`src/hdl/msxt_ram.sv`:
```
// Simple dual-port memory: one write port and one read port with registered read data.
// Used for the per-set root table and for the shared trie node store. No dependencies.
module msxt_ram #(
   parameter  int DEPTH = 16,
   parameter  int WIDTH = 8,
   localparam int AW    = (DEPTH > 1) ? $clog2(DEPTH) : 1
) (
   input  logic             clock,
   input  logic             we,
   input  logic [AW-1:0]    waddr,
   input  logic [WIDTH-1:0] wdata,
   input  logic [AW-1:0]    raddr,
   output logic [WIDTH-1:0] rd_data
);

   logic [WIDTH-1:0] mem_ff [DEPTH];
   logic [WIDTH-1:0] rd_data_ff;

   always_ff @(posedge clock) begin
      if (we) begin
         mem_ff[waddr] <= wdata;
      end
      rd_data_ff <= mem_ff[raddr];
   end

   assign rd_data = rd_data_ff;

endmodule

```
`config.mk`:
```
export PLATFORM = sky130hd
export DESIGN_NAME = msxt_ram
export DESIGN_NICKNAME = d
export VERILOG_FILES = /design/src/hdl/msxt_ram.sv
export SDC_FILE = /design/constraint.sdc
export NUM_CORES = 1
export LEC_CHECK = 0
export ABC_CLOCK_PERIOD_IN_PS = 1500
export BUFFER_PORTS_ARGS = -buffer_cell sky130_fd_sc_hd__buf_4
export CORE_UTILIZATION = 54
export CTS_BUF_LIST = sky130_fd_sc_hd__clkbuf_8 sky130_fd_sc_hd__clkbuf_16
export CTS_CLUSTER_SIZE = 30
export DETAILED_ROUTE_END_ITERATION = 16
export GPL_TIMING_DRIVEN = 0
export PLACE_DENSITY = 0.74
export SYNTH_ARGS = -nofsm -noshare
export SYNTH_HDL_FRONTEND = slang
export SYNTH_SLANG_ARGS = --single-unit
```
`constraint.sdc`:
```
create_clock -name clock -period 1.5 [get_ports clock]
set_input_delay 0 -clock clock [delete_from_list [all_inputs] [get_ports clock]]
set_output_delay 0 -clock clock [all_outputs]
set_load 0.005 [all_outputs]
```
# Word-level counts from Yosys, hierarchy flattened
# Memory sizes are Yosys's and may differ from the RTL's. A register that Yosys moved wholly into a read port is not among the register bits.
# Index checks and enable logic that the tools add are counted.
# op_classes
mux,2
# ops
cell,count
1-bit 2-to-1 mux,2
# totals
regBits,0
in_bits,18
memories,1
word_cells,3
ram_bits,128
output_inout_bits,8
# mem_list
memory,depth,word_bits,rd,rd_clocked_by_memory_dff,write_ports,line,text
mem_ff,16,8,1,1,1,16,logic [WIDTH-1:0] mem_ff [DEPTH];

# Depth between registers and ports, before layout
# Gate-level depths: netlist of run 1.
# depth
ltp_word,2
depth_mapped,5
depth_no_buf,3

# Worst setup path before layout of run 1
# Ideal clock, no wire load.
# synth_timing
kind,input-to-reg
start,in waddr[2]
end,"mem mem_ff[0][0], enable pin"
arrival_ns,1.110
n_path_buf,0
slack_ns,0.007
setup_ns,0.383
path_stages,2
required_time_ns,1.117
cell_sequence,or3b_2 -> nor3_1
# synth_lines
element,line,text
start: declaration,10,"input logic [AW-1:0] waddr,"
end: declaration,16,
# Straight into the memory's write port.

==> reports/metrics.csv, run 1 <==
stage,metric,value,unit
status,status,"complete, but fails checks",
status,violated checks,hold timing,
timing,worst hold slack,-0.00293,ns
placement,GPL Wtd Cong,0.713,
drt,vias per cell,5.90,
timing,Final Slew Violations,0,
yosys,fraction of the mapped netlist area in simple logic gates,0.0318,
drt,final wirelength,10000,um
drt,detailed-router iteration count before antenna repair,4,
grt,first-pass GRT wire length,14900,um
cts,Post-CTS Setup Repair Bufs,0,
setup_path,Critical R2R Launch,mem_ff[1][3],
worst_hold_path,Hold Startpoint,waddr[0],
power_and_ir_drop,PwrDens,1470,nW/um^2
timing,clk_skew,0.00730,ns
drt,via count,2509,
grt,largest net degree at the start of global routing,17,
timing,max_slew headroom,0.188,
timing,Final Hold Vio Count,3,
cts,clock transition at the registers of the reported paths,0.06,ns
timing,Setup WS post-layout,0.0727,ns
yosys,Adder-Cell Fraction of Synth Area,0,
setup_path,FF-to-FF setup slack,0.07,ns
yosys,"Seq/Total Area, Yosys",0.778,
floorplan,Die ar.,9930,um^2
timing,final setup TNS,0,ns
cts,H-tree depth,4,
setup_path,CP Launch Point,mem_ff[1][3],
yosys,count of cell types in the netlist,19,
cts,Root Buffer,clkbuf_8,
placement,port bufs,24,
yosys,main combinational cell family by area after synthesis,multiplexers,
cts,clk_lat worst skew,0.51,ns
floorplan,Row Count,35,
floorplan,DIE HEIGHT,99.6,um
grt,initial antenna violation count,0,
floorplan,core area,9240,um^2
timing,crit path time final,1.43,ns
setup_path,R2R Path End,rd_data[3],
setup_path,crit path DAT,1.83,ns
placement,hpwl dp,5820,um
setup_path,WP data required,1.90,ns
worst_hold_path,WHS Path Cells,2,
yosys,Syn. warnings,0,
yosys,Synth Instances,229,
final_layout,nets,301,
drt,residual DRC count,0,
timing,fmax,701,MHz
grt,vias in the first global route,2460,
floorplan,IO Count,26,
drt,Post-DRT Antenna Nets,0,
worst_hold_path,Hold EP,mem_ff[4][4],
final_layout,Ant. Diodes,0,
drt,WL per Instance,23.6,um
yosys,post-synthesis xor/xnor area fraction,0,
grt,Congestion Overflow GR,0,
placement,"worst slack, placed",-0.600,ns
cts,Num CTS Buffers,17,
power_and_ir_drop,VDD IR max,0.000956,V
worst_hold_path,Hold Crit Class,input pin to register,
timing,measured slew at the worst slew-check pin,1.21,ns
cts,Sink Count,136,
timing,RSZ-0062 raised after global routing,no,
yosys,post-synthesis mux area share,0.150,
final_layout,"commonest non-fill, non-tap cell in the layout",edfxtp_1,
final_layout,layout cells sized above 1,0.291,
cts,Max Buffers Root-to-Sink,2,
yosys,Synth Area in Compound Gates,0.0233,
final_layout,Area growth syn-to-layout,21.7,%
setup_path,element type at the critical path end,register,
run,Maximum Capacitance Violations,0,
yosys,Yosys reg bits,136,
timing,Final setup viols,0,
cts,CTS tree,yes,
setup_path,startpoint types,register,
floorplan,Die Wd,99.6,um
grt,Tot GR Track Use,0.223,
yosys,synthesized area,5150,um^2
setup_path,R2R cell count,3,
floorplan,Initial Utilization,0.557,
final_layout,Post-Route Utilization,0.678,
timing,fin crit share,0.952,
drt,iteration-0 DRC count of the detailed router,371,
power_and_ir_drop,cell leakage power,0.00212,uW
setup_path,crit-path max FO,1,
setup_path,Crit Path Class,register to register,
yosys,syn nets,247,
final_layout,most frequent cells in the layout,"edfxtp_1 (128), buf_4 (25), mux4_2 (18), a22oi_1 (16), clkbuf_16 (16)",
yosys,syn_area_per_cell,22.5,um^2
[timing repair]
action,CTS,global route
setup endpoints to repair,8,0
hold buffers,9,2
hold endpoints to repair,150,16
gates resized for setup,1,0
[per-stage QoR]
step | hold slack (ns) | power [uW] | instance area [um^2] | instances
final | -0.00293 | 9200 | 6260 | 425
after global routing | 0.00881 | 9410 | 6260 | 425
after CTS | -0.0808 | 9230 | 6240 | 423
after detailed placement | 0.333 | 4770 | 5490 | 382
after global placement | 0.316 | 4760 | 5490 | 382
after floorplan | 0.0989 | 4560 | 5150 | 229
[worst max-delay path by stage]
stage               depth (start not counted)           end  slack [ns]
floorplan                                   2  mem_ff[0][0]       0.007
global placement                            3  mem_ff[0][7]       -0.52
detailed placement                          3  mem_ff[0][7]       -0.60
CTS                                         3    rd_data[3]        0.05
global route                                3    rd_data[3]        0.05
finish                                      3    rd_data[3]        0.07
[final cells by class]
| class | count | area [um^2] |
|---|---|---|
| Buffer | 10 | 86.3 |
| Timing Repair Buffer | 35 | 290 |
| Clock buffer | 20 | 455 |
| Tap cell | 129 | 161 |
| Sequential cell | 136 | 4000 |
| Fill cell | 575 | 2980 |
| Multi-Input combinational cell | 83 | 1070 |
| Clock inverter | 12 | 198 |
[where the power goes]
part	internal (uW)	switching, uW	total, uW
clock network	2990	1480	4470
registers	4250	22.0	4270
logic	213	238	451
total	7450	1740	9200
[kinds of logic after synthesis]
family	after synthesis
multiplexers	32
AO/OA/AOI/OAI	16
buffers and inverters	10
flip-flops	136
AND/OR/NAND/NOR	35
[critical path, cell delays in order, from the launching register on]
cell	delay (ns)
edfxtp_1	0.37
mux4_1	0.54
a22oi_1	0.31
nand2_1	0.10
[flip-flops by register name, indices dropped and copies added, names as in the netlist]
name     flops
mem_ff     128
rd_data      8
[per-layer routing]
layer | up-vias | part of all wire | track usage
li1 | 1084 | - | -
met1 | 1301 | 0.41 | 0.313
met2 | 114 | 0.51 | 0.345
met3 | 10 | 0.071 | 0.0422
met4 | 0 | 0.0096 | 0.106
met5 | - | 0 | 0
[synthesized netlist by cell type, drive strengths merged]
cell type      count  share of area
nand2              9         0.0066
nand3b             2         0.0029
nand2b             2         0.0024
a22oi             16          0.023
dfxtp              8          0.031
mux4              32           0.15
clkdlybuf4s25      3         0.0058
nand3              1        0.00097
nor2b              1         0.0012
edfxtp           128           0.75
nor3               4         0.0039
nor2              13         0.0095
buf                7          0.011
and2b              1         0.0015
or3b               1         0.0017
and2               1         0.0012
Power figures use the tool's default switching activity.
==> inputs of run 2 (changes only) <==
--- a/config.mk
+++ b/config.mk
@@ -13,6 +13,7 @@
 export DETAILED_ROUTE_END_ITERATION = 16
 export GPL_TIMING_DRIVEN = 0
 export PLACE_DENSITY = 0.74
+export SETUP_SLACK_MARGIN = 0.3
 export SYNTH_ARGS = -nofsm -noshare
 export SYNTH_HDL_FRONTEND = slang
 export SYNTH_SLANG_ARGS = --single-unit
==> run 2 against run 1 <==
- the run still ends with hold timing left
- wire length fell by 2.8%
- global-route usage is 0.70 points lower
- hold slack got worse by 0.045 ns
- sequential share of layout area is 0.051 points higher
- clock-buffer cell count unchanged
- fmax is 8.7% higher
- setup slack gained 0.11 ns
- critical endpoint is now rd_data[0]
- largest power group is now registers
==> reports/metrics.csv, run 2 (synthesized netlist as in run 1, its figures left out) <==
stage,metric,value,unit
drt,detailed-router iteration count before antenna repair,5,
drt,Post-DRT Antenna Nets,0,
cts,H-tree depth,4,
placement,port bufs,24,
timing,max_slew headroom,0.218,
cts,clock transition at the registers of the reported paths,0.06,ns
setup_path,R2R Path End,rd_data[0],
cts,CTS tree,yes,
power_and_ir_drop,cell leakage power,0.00208,uW
timing,RSZ-0062 raised after global routing,yes,
setup_path,WP data required,1.89,ns
grt,initial antenna violation count,0,
floorplan,Row Count,35,
setup_path,Critical R2R Launch,mem_ff[3][0],
timing,fin crit share,0.875,
final_layout,Largest Register,mem_ff,
timing,clk_skew,0.00995,ns
drt,final wirelength,9730,um
drt,residual DRC count,0,
floorplan,DIE HEIGHT,99.6,um
timing,Final setup viols,0,
setup_path,element type at the critical path end,register,
final_layout,layout cells sized above 1,0.368,
power_and_ir_drop,PwrDens,1440,nW/um^2
cts,Post-CTS Setup Repair Bufs,0,
cts,Max Buffers Root-to-Sink,2,
drt,WL per Instance,22.9,um
setup_path,R2R cell count,3,
timing,measured slew at the worst slew-check pin,1.16,ns
placement,DP Area,5490,um^2
drt,iteration-0 DRC count of the detailed router,284,
worst_hold_path,Hold Crit Class,input pin to register,
status,violated checks,hold timing,
setup_path,crit path DAT,1.71,ns
floorplan,Initial Utilization,0.557,
cts,clk_lat worst skew,0.52,ns
timing,Final Slew Violations,0,
final_layout,filler cell count,589,
drt,vias per cell,5.74,
final_layout,"commonest non-fill, non-tap cell in the layout",edfxtp_1,
floorplan,Die Wd,99.6,um
timing,Final Hold Vio Count,24,
setup_path,crit-path max FO,1,
worst_hold_path,Hold Startpoint,waddr[1],
floorplan,Die ar.,9930,um^2
worst_hold_path,WHS Path Cells,2,
final_layout,nets,301,
cts,Sink Count,136,
final_layout,Ant. Diodes,0,
grt,largest net degree at the start of global routing,17,
cts,Root Buffer,clkbuf_8,
cts,Num CTS Buffers,17,
final_layout,finished layout cell area,6260,um^2
worst_hold_path,Hold EP,mem_ff[4][4],
final_layout,most frequent cells in the layout,"edfxtp_1 (128), mux4_2 (29), buf_4 (25), clkbuf_16 (16), a22oi_2 (13)",
setup_path,Crit Path Class,register to register,
floorplan,IO Count,26,
timing,crit path time final,1.31,ns
cts,hold_buf cts,11,
run,Maximum Capacitance Violations,0,
floorplan,core area,9240,um^2
status,status,"complete, but fails checks",
grt,Tot GR Track Use,0.216,
placement,GPL Wtd Cong,0.698,
final_layout,max reg flops,128,
power_and_ir_drop,VDD IR max,0.000856,V
setup_path,startpoint types,register,
drt,via count,2439,
placement,hpwl dp,5790,um
grt,vias in the first global route,2465,
timing,worst hold slack,-0.0484,ns
grt,Congestion Overflow GR,0,
grt,first-pass GRT wire length,14400,um
setup_path,FF-to-FF setup slack,0.19,ns
timing,fmax,762,MHz
final_layout,Area growth syn-to-layout,21.6,%
==> run 2: how the worst max path moves through the flow <==
stage / start / end / slack (ns)
floorplan: waddr[2] / mem_ff[3][0] / 0.23
global placement: waddr[2] / mem_ff[8][3] / -0.27
detailed placement: waddr[2] / mem_ff[8][1] / -0.30
CTS: mem_ff[3][0] / rd_data[0] / 0.17
global route: mem_ff[3][0] / rd_data[0] / 0.17
finish: mem_ff[3][0] / rd_data[0] / 0.19
==> run 2: stage by stage <==
step                      worst slack, ns  power [uW]  cells   util  setup TNS [ns]
final                               0.187        8990    425  0.677               0
after detailed placement           -0.302        4770    382  0.595           -9.73
after floorplan                     0.234        4560    229      -               0
after global placement             -0.266        4750    382  0.595           -9.10
after global routing                0.166        9230    425  0.677               0
after CTS                           0.169        9010    425  0.676               0
==> run 2: area by class of cell <==
cell class / instances / area, um^2 / share of cell area
Sequential cell: 136 / 4000 / 0.640
Multi-Input combinational cell: 83 / 1100 / 0.176
Clock buffer: 20 / 455 / 0.0728
Timing Repair Buffer: 35 / 290 / 0.0464
Tap cell: 129 / 161 / 0.0258
Clock inverter: 12 / 159 / 0.0254
Buffer: 10 / 86.3 / 0.0138
==> run 2: critical path, cell delays in order, from the launching register on <==
cell and delay, ns:
edfxtp_1 0.38, mux4_2 0.49, a22oi_2 0.26, nand2_1 0.07
==> run 2: power breakdown <==
part / total (uW) / switching, uW / internal [uW]
combinational: 480 / 253 / 227
sequential: 4270 / 21.8 / 4250
clock: 4240 / 1440 / 2800
total: 8990 / 1720 / 7270
==> run 2: timing repair <==
item                                   CTS  global route
pin swaps                               12             4
setup endpoints to repair               16            28
endpoints found under the hold margin  146            24
gates resized for setup                 19             9
==> run 2: routing by layer <==
layer / track usage / share of wire / vias up / wire length (um)
li1: - / - / 1068 / -
met4: 0.0713 / 0.0062 / 0 / 60
met3: 0.0590 / 0.090 / 5 / 873
met2: 0.329 / 0.49 / 125 / 4800
met1: 0.309 / 0.41 / 1241 / 4000
met5: 0 / 0 / - / 0
