<file path="src/hdl/msxt_pkg.sv">
// Shared types and constants for the multi-set max-XOR trie block.
// Holds the request and response structs, status and command codes, and the
// sequencer state type. Depends on nothing.
package msxt_pkg;

   localparam int SET_IDX_W = 10;
   localparam int KEY_W     = 21;
   localparam int STATUS_W  = 2;
   localparam int MOD_CNT_W = 4;

   localparam logic CMD_INSERT = 1'b0;
   localparam logic CMD_QUERY  = 1'b1;

   localparam logic [STATUS_W-1:0] STATUS_DONE  = 2'd0;
   localparam logic [STATUS_W-1:0] STATUS_FULL  = 2'd1;
   localparam logic [STATUS_W-1:0] STATUS_EMPTY = 2'd2;

   typedef struct packed {
      logic                 cmd;
      logic [SET_IDX_W-1:0] set_index;
      logic [KEY_W-1:0]     key_value;
   } req_type;

   typedef struct packed {
      logic [KEY_W-1:0]    best_xor;
      logic [STATUS_W-1:0] status;
   } rsp_type;

   typedef enum logic [2:0] {
      ST_CLEAR,
      ST_IDLE,
      ST_MOD,
      ST_ROOT,
      ST_START,
      ST_WALK,
      ST_DONE
   } state_type;

   typedef struct packed {
      logic hit;
      logic alloc;
      logic dead;
   } step_flags_type;

endpackage

</file>
<file path="src/hdl/msxt_step.sv">
// One trie level: chooses the branch to follow and, for an insert, the link to add.
// Shared by every level of every request. Depends on msxt_pkg.
module msxt_step #(
   parameter int NODE_W = 14
) (
   input  logic                    is_query,
   input  logic                    key_bit,
   input  logic [NODE_W-1:0]       link0,
   input  logic [NODE_W-1:0]       link1,
   input  logic [NODE_W-1:0]       new_node,
   output logic [NODE_W-1:0]       next_node,
   output logic [NODE_W-1:0]       wr_link0,
   output logic [NODE_W-1:0]       wr_link1,
   output msxt_pkg::step_flags_type flags
);
   import msxt_pkg::*;

   logic              want;
   logic [NODE_W-1:0] pref;
   logic [NODE_W-1:0] other;

   // A query prefers the branch opposite to the key bit; an insert follows the key bit.
   always_comb begin
      want      = is_query ? ~key_bit : key_bit;
      pref      = want ? link1 : link0;
      other     = want ? link0 : link1;
      flags     = '0;
      wr_link0  = link0;
      wr_link1  = link1;
      next_node = pref;
      if (is_query) begin
         if (pref != '0) begin
            flags.hit = 1'b1;
         end else begin
            next_node = other;
         end
         flags.dead = (next_node == '0);
      end else begin
         if (pref == '0) begin
            flags.alloc = 1'b1;
            next_node   = new_node;
            if (key_bit) begin
               wr_link1 = new_node;
            end else begin
               wr_link0 = new_node;
            end
         end
      end
   end

endmodule

</file>
<file path="config.mk">
export PLATFORM = sky130hd
export DESIGN_NAME = msxt_step
export DESIGN_NICKNAME = d
export VERILOG_FILES = /design/src/hdl/msxt_pkg.sv /design/src/hdl/msxt_step.sv
export SDC_FILE = /design/constraint.sdc
export NUM_CORES = 1
export LEC_CHECK = 0
export BUFFER_PORTS_ARGS = -buffer_cell sky130_fd_sc_hd__buf_2
export CORE_MARGIN = 5
export CORE_UTILIZATION = 30
export DETAILED_ROUTE_END_ITERATION = 8
export PLACE_DENSITY = 0.71
export SLEW_MARGIN = 25
export SYNTH_ARGS = -nofsm -noshare
export SYNTH_HDL_FRONTEND = slang
export SYNTH_SLANG_ARGS = --single-unit
</file>
<file path="constraint.sdc">
create_clock -name vclk -period 1.9
set_input_delay 0.19 -clock vclk [all_inputs]
set_output_delay 0.19 -clock vclk [all_outputs]
set_load 0.02 [all_outputs]
</file>
== Yosys cells after proc, flatten, opt, wreduce, memory -nomap -nowiden ==
Index checks and enable logic that the tools add are counted.
Storage, ports and cells
  flip-flop bits (word level): 0
  logic and storage cells: 22
Cells by class
  multiplexer cells: 18
  bitwise gates (word level): 1
  reductions and logical operators: 3
Operator list (number)
  $mux W14: 12
  $logic_not A14 Y1: 2
  $reduce_bool A14 Y1: 1
  $mux W1: 6
  $not A1 Y1: 1

== Longest topological paths before layout ==
Gate-level depths: netlist of run 1.
  depth in word-level cells: 8
  mapped depth: 6
  mapped depth without buffers: 4

== Worst setup path after synthesis of run 1 ==
No wires, ideal clock.
  kind: input to output
  start: input link1[4]
  end: output flags[0] (netlist bit)
  arrival time: 1.998 ns
  data required time: 1.710 ns
  path slack: -0.288 ns
  cell stages on the path: 3
  path buffers: 0
  cells stage by stage: or4_1 or4_4 nor4_1
RTL lines
  start: declaration: RTL line msxt_step.sv:9  | input logic [NODE_W-1:0] link1,
  end: declaration: RTL line msxt_step.sv:14  | output msxt_pkg::step_flags_type flags

== Worst setup path in the final report of run 1 ==
  start: input link1[3]
  end: output wr_link1[2]
On the way
  longest elaborated chain between the ends: 4
RTL lines
  $mux W14: RTL line msxt_step.sv:25  | pref = want ? link1 : link0;
  $logic_not A14 Y1: RTL line msxt_step.sv:39  | if (pref == '0) begin
  $mux W14: RTL line msxt_step.sv:39
  $mux W14: RTL line msxt_step.sv:31  | if (is_query) begin
  end: declaration: RTL line msxt_step.sv:13  | output logic [NODE_W-1:0] wr_link1,
No other way between the ends.

==> results of run 1 <==
[how the worst max path moves through the flow]
stage,endpoint,cells past startpoint
2_1_floorplan,wr_link1[10],5
3_5_place_dp,wr_link1[2],7
3_3_place_gp,wr_link1[0],7
6_report,wr_link1[2],7
4_1_cts,wr_link1[0],7
5_1_grt,wr_link1[0],7
[cell type report]
type | instances | area share (%)
Timing Repair Buffer | 138 | 47.0
Inverter | 2 | 0.307
Multi-Input combinational cell | 129 | 51.0
Tap cell | 33 | 1.69
[critical path, stage by stage]
cell and delay, ps:
buf_6 90, or4_4 530, or4_4 520, nor3_4 350
buf_6 180, a21o_4 110, buf_6 100
[through the flow]
stage	std cells	TNS, ps	hold slack, ps	utilization [%]	power, uW
finish	302	-10370	701	82.1	671
floorplan	141	-2880	473	-	256
global route	302	-12620	716	82.1	708
global placement	297	-9860	729	62.0	480
CTS	298	-8060	709	67.3	515
detailed placement	297	-10340	726	62.0	486
[layer usage]
layer | GRT usage [%] | routed length, um | vias up
met5 | 0 | 0 | -
met4 | 2.59 | 140 | 0
met3 | 3.76 | 508 | 16
met2 | 39.6 | 2990 | 99
met1 | 25.0 | 2140 | 850
li1 | - | - | 807
[power by group through the flow]
stage | logic, uW | clock network [uW] | registers, uW
finish | 671 | 0 | 0
global route | 708 | 0 | 0
CTS | 515 | 0 | 0
detailed placement | 486 | 0 | 0
global placement | 480 | 0 | 0
floorplan | 256 | 0 | 0
[synthesized netlist by cell type, drive strengths merged (2+ instances only)]
library cell,n,area (um2)
or4,7,57.6
nor3,5,36.3
clkbuf,7,26.3
nand2,3,11.3
o22ai,13,81.3
and2,12,76.3
nor4,3,33.8
nor2,29,109
a221oi,13,114
mux2i,2,20.0
buf,3,23.8
nor2b,2,12.5
a21o,27,208
[kinds of logic (layout without fill, tap and decap cells)]
kind of cell,after synthesis,after routing,synth area share (%)
muxes,2,2,2.19
xor gates and xnor gates,2,2,1.91
AOI/OAI and AO/OA,60,60,49.5
and+or+nand+nor,65,65,40.2
buffers and inverters,12,140,6.28
[repair_timing]
action                                 in CTS  in global routing
endpoints found under the hold margin       0                  0
hold buffers                                0                  0
setup endpoints to repair                  45                 45
setup buffers                               0                  4
cloned                                      1                  0
pin swaps                                  10                 24
gates resized for setup                    44                 95
==> impl_metrics.toml, run 1 <==
[outcome]
status = "finished with violations"
failed_checks = "negative setup slack"

[pwr]
cellInternalPower_uw = 339
pwr-share-clk_pct = 0
power-per-cell-area_nw_per_um2 = 275
power_share_of_the_combinational_group_pct = 100.0
netSwitchingFraction_pct = 49.6
power.static_leakage_uw = 0.00117
max-vdd-ir-drop_v = 0.000175
power.switching_uw = 333
power.sequential.fraction_pct = 0

[global_route]
grt_first_pass_wirelength_um = 7430
antenna_found_initial = 0
grt_max_degree = 16
globalRoute.totalOverflow = 0
total_routing_usage_reported_by_global_routing_pct = 21.0
number_of_global_route_vias_before_repair = 1634

[routing]
post-route-drc-count = 0
drt_pass1_iterations = 4
post_drt_via_cell_ratio = 5.87
drt-initial-drc-count = 128
vias = 1772
drt_wl_total_um = 5780
detail-route-antenna-nets = 0
route.detailed.wl_per_inst_um = 19.1

[critical_path]
crit_path_start = "link1[3]"
cp-end-kind = "output port"
worst-path-max-fanout = 5
worst_ep_required_time_ps = 1710
arrival_ps = 2090
worstSetupPathType = "input port to output port"
type_of_element_launching_the_critical_path = "input port"

[final_layout]
seq_cells = 0
antenna_cells = 0
area_of_the_multi_input_gates_um2 = 1250
mostFrequentLayoutCells = "buf_6, buf_4, buf_2, nor2_1, a21o_4"
stdcell_area_um2 = 2440
final.clkbuf_count = 0
layout_commonest_cell = "buf_6"
area_growth_syn_to_layout_pct = 167
fill_cells = 185
seqCellArea_um2 = 0
drive_gt1_share_pct = 72.1
final_nets = 315

[floorplanning]
design.die.area_um2 = 4260
die_w_um = 65.3
ioPinCount = 89
die_h_um = 65.3
start_util_pct = 30.8
floorplan.core_area_um2 = 2980
placementRows = 20

[hold_path]
hp-class = "input port to output port"
hold_depth = 3
hold_path_startpoint = "new_node[13]"
hold_end = "wr_link1[13]"

[synthesis]
yosysWarnings = 0
netlist_area_um2 = 916
syn-mean-instance-area_um2 = 6.50
post_synth_inst_count = 141
synth_sequential_area_ratio_pct = 0
synthesis.nets = 185
yosys.cell_types.count = 36

[placed_design]
total_of_buffers_placed_on_input_and_output_ports = 89
gp_congestion = 0.900
dpl-instance-area_um2 = 1850
placement.setup.worst_slack_ps = -324
place.detailed.hpwl_um = 3730

[timing]
final.period_utilization_pct = 120
rsz0062_at_grt = "yes"
number_of_failing_setup_endpoints_in_the_final_timing_report = 45
max_freq_mhz = 439
fin_crit_ps = 2280
final-max-slew-violation-count = 0
tightestPinTransition_ps = 533
relSlewSlack_pct = 64.4
hold_viol = 0
fin_ws_ps = -380

[run]
max-cap-violations = 0
Power figures use the tool's default switching activity.
==> run 2: changes to the inputs <==
- CORE_UTILIZATION: 30 -> 35
- PLACE_DENSITY: 0.71 -> not set
- PLACE_DENSITY_LB_ADDON: not set -> 0.25
==> run 2 against run 1 <==
Net effect: the flow still finishes with violations (negative setup slack); critical path depth unchanged; first-iteration DRC count decreased by 18%; worst hold slack improved by 15 ps; die area decreased by 12%; utilization increased by 5.6 points; cell count decreased by 1.3%; power decreased by 12%; worst setup slack improved by 84 ps; clock-buffer cell count unchanged.
==> impl_metrics.toml, run 2 (same netlist as run 1, synthesis figures left out) <==
[outcome]
status = "finished with violations"
failed_checks = "negative setup slack"

[critical_path]
cp-end-kind = "output port"
critical_path.slowest_cell = "or4_4"
arrival_ps = 2010
type_of_element_launching_the_critical_path = "input port"
crit_path_start = "link1[6]"
max_stage_delay_on_crit_path_ps = 530
worstSetupPathType = "input port to output port"
path_depth = 7
critical_path.top_delay_family = "simple AND/OR/NAND/NOR gates"
cpMostUsedCell = "buf_6"
worst_ep_required_time_ps = 1710
path_buf_inv = 3
cp_cell_sequence = "buf_6 > or4_4 > or4_4 > nor3_4 > buf_6 > a21o_4 > buf_6"
worst-path-max-fanout = 5

[routing]
drt-initial-drc-count = 105
vias = 1851
drt_wl_total_um = 6050
detail-route-antenna-nets = 0
route.detailed.wl_per_inst_um = 20.3
post_drt_via_cell_ratio = 6.21
post-route-drc-count = 0
drt_pass1_iterations = 4

[final_layout]
antenna_cells = 0
final.clkbuf_count = 0
seq_cells = 0
drive_gt1_share_pct = 65.7
fill_cells = 131
final_cells = 298
area_growth_syn_to_layout_pct = 139
layout_commonest_cell = "buf_4"
final_nets = 314
seqCellArea_um2 = 0
mostFrequentLayoutCells = "buf_4, buf_2, buf_6, nor2_1, a21o_4"
stdcell_area_um2 = 2190

[floorplanning]
start_util_pct = 36.6
die_h_um = 61.2
placementRows = 18
ioPinCount = 89
floorplan.core_area_um2 = 2500
die_w_um = 61.2
design.die.area_um2 = 3740

[timing]
hold_viol = 0
max_freq_mhz = 455
fin_crit_ps = 2200
final-max-slew-violation-count = 0
relSlewSlack_pct = 66.2
number_of_failing_setup_endpoints_in_the_final_timing_report = 45
fin_ws_ps = -296
final.period_utilization_pct = 116
tightestPinTransition_ps = 503
rsz0062_at_grt = "yes"

[pwr]
power-per-cell-area_nw_per_um2 = 271
power.static_leakage_uw = 0.00108
max-vdd-ir-drop_v = 0.000221
power.switching_uw = 309
power_share_of_the_combinational_group_pct = 100.0
pwr-share-clk_pct = 0
netSwitchingFraction_pct = 52.1
cellInternalPower_uw = 284
power.sequential.fraction_pct = 0

[placed_design]
total_instance_count_after_detailed_placement = 293
dpl-instance-area_um2 = 1840
gp_congestion = 0.852
place.detailed.hpwl_um = 3630
total_of_buffers_placed_on_input_and_output_ports = 89

[global_route]
antenna_found_initial = 0
grt_first_pass_wirelength_um = 8590
number_of_global_route_vias_before_repair = 1834
globalRoute.totalOverflow = 0
total_routing_usage_reported_by_global_routing_pct = 29.6
grt_max_degree = 22

[hold_path]
hold_path_startpoint = "link1[8]"
hp-class = "input port to output port"
hold_depth = 3

[run]
max-cap-violations = 0

[clocking]
post_cts_hold_buffer_count = 0
==> run 2: changes by cell type in the layout (fill, tap and decap cells not counted), sizes merged <==
cell,previous run,this run
buf,138,137
==> run 2: power by group through the flow <==
stage / Combinational, uW / Clock (uW) / Sequential [uW]
after CTS: 550 / 0 / 0
after global placement: 479 / 0 / 0
after global routing: 620 / 0 / 0
final: 593 / 0 / 0
after floorplan: 256 / 0 / 0
after detailed placement: 485 / 0 / 0
==> run 2: metrics by stage <==
| step | worst slack [ps] | util [%] | hold slack (ps) | power [uW] | setup TNS, ps |
|---|---|---|---|---|---|
| after floorplan | -118 | - | 473 | 256 | -2880 |
| after global placement | -288 | 73.4 | 730 | 479 | -8980 |
| after detailed placement | -310 | 73.4 | 731 | 485 | -9820 |
| after CTS | -291 | 84.7 | 710 | 550 | -7170 |
| after global routing | -329 | 87.7 | 729 | 620 | -10400 |
| final | -296 | 87.7 | 716 | 593 | -8320 |
==> run 2: final timing paths <==
kind / endpoint / slack [ps]
worst min-delay path: wr_link1[8] / 720
worst max-delay path: wr_link1[9] / -300
==> run 2: repair_timing <==
action,4_1_cts,5_1_grt
setup buffers,3,2
gates resized for setup,78,12
cloned,0,0
pin swaps,26,7
endpoints found under the setup margin,45,45
==> run 2: area by class of cell <==
type / count / area, um2 / share of cell area [%]
timing repair buffer: 137 / 1060 / 48.4
multi-input combinational: 129 / 1090 / 49.5
tap: 30 / 37.5 / 1.71
inverter: 2 / 7.51 / 0.342
==> run 2: tightest hold or removal path, delay by kind of cell <==
kind            cells  cell delay, ps
compound gates      1             100
buf+inv             2             240
==> run 2: routing by layer <==
| metal | vias up | track usage (%) | part of all wire (%) |
|---|---|---|---|
| li1 | 806 | - | - |
| met1 | 875 | 35.4 | 37 |
| met2 | 138 | 54.7 | 51 |
| met3 | 32 | 4.40 | 8.5 |
| met4 | 0 | 7.43 | 4.0 |
| met5 | - | 0 | 0 |
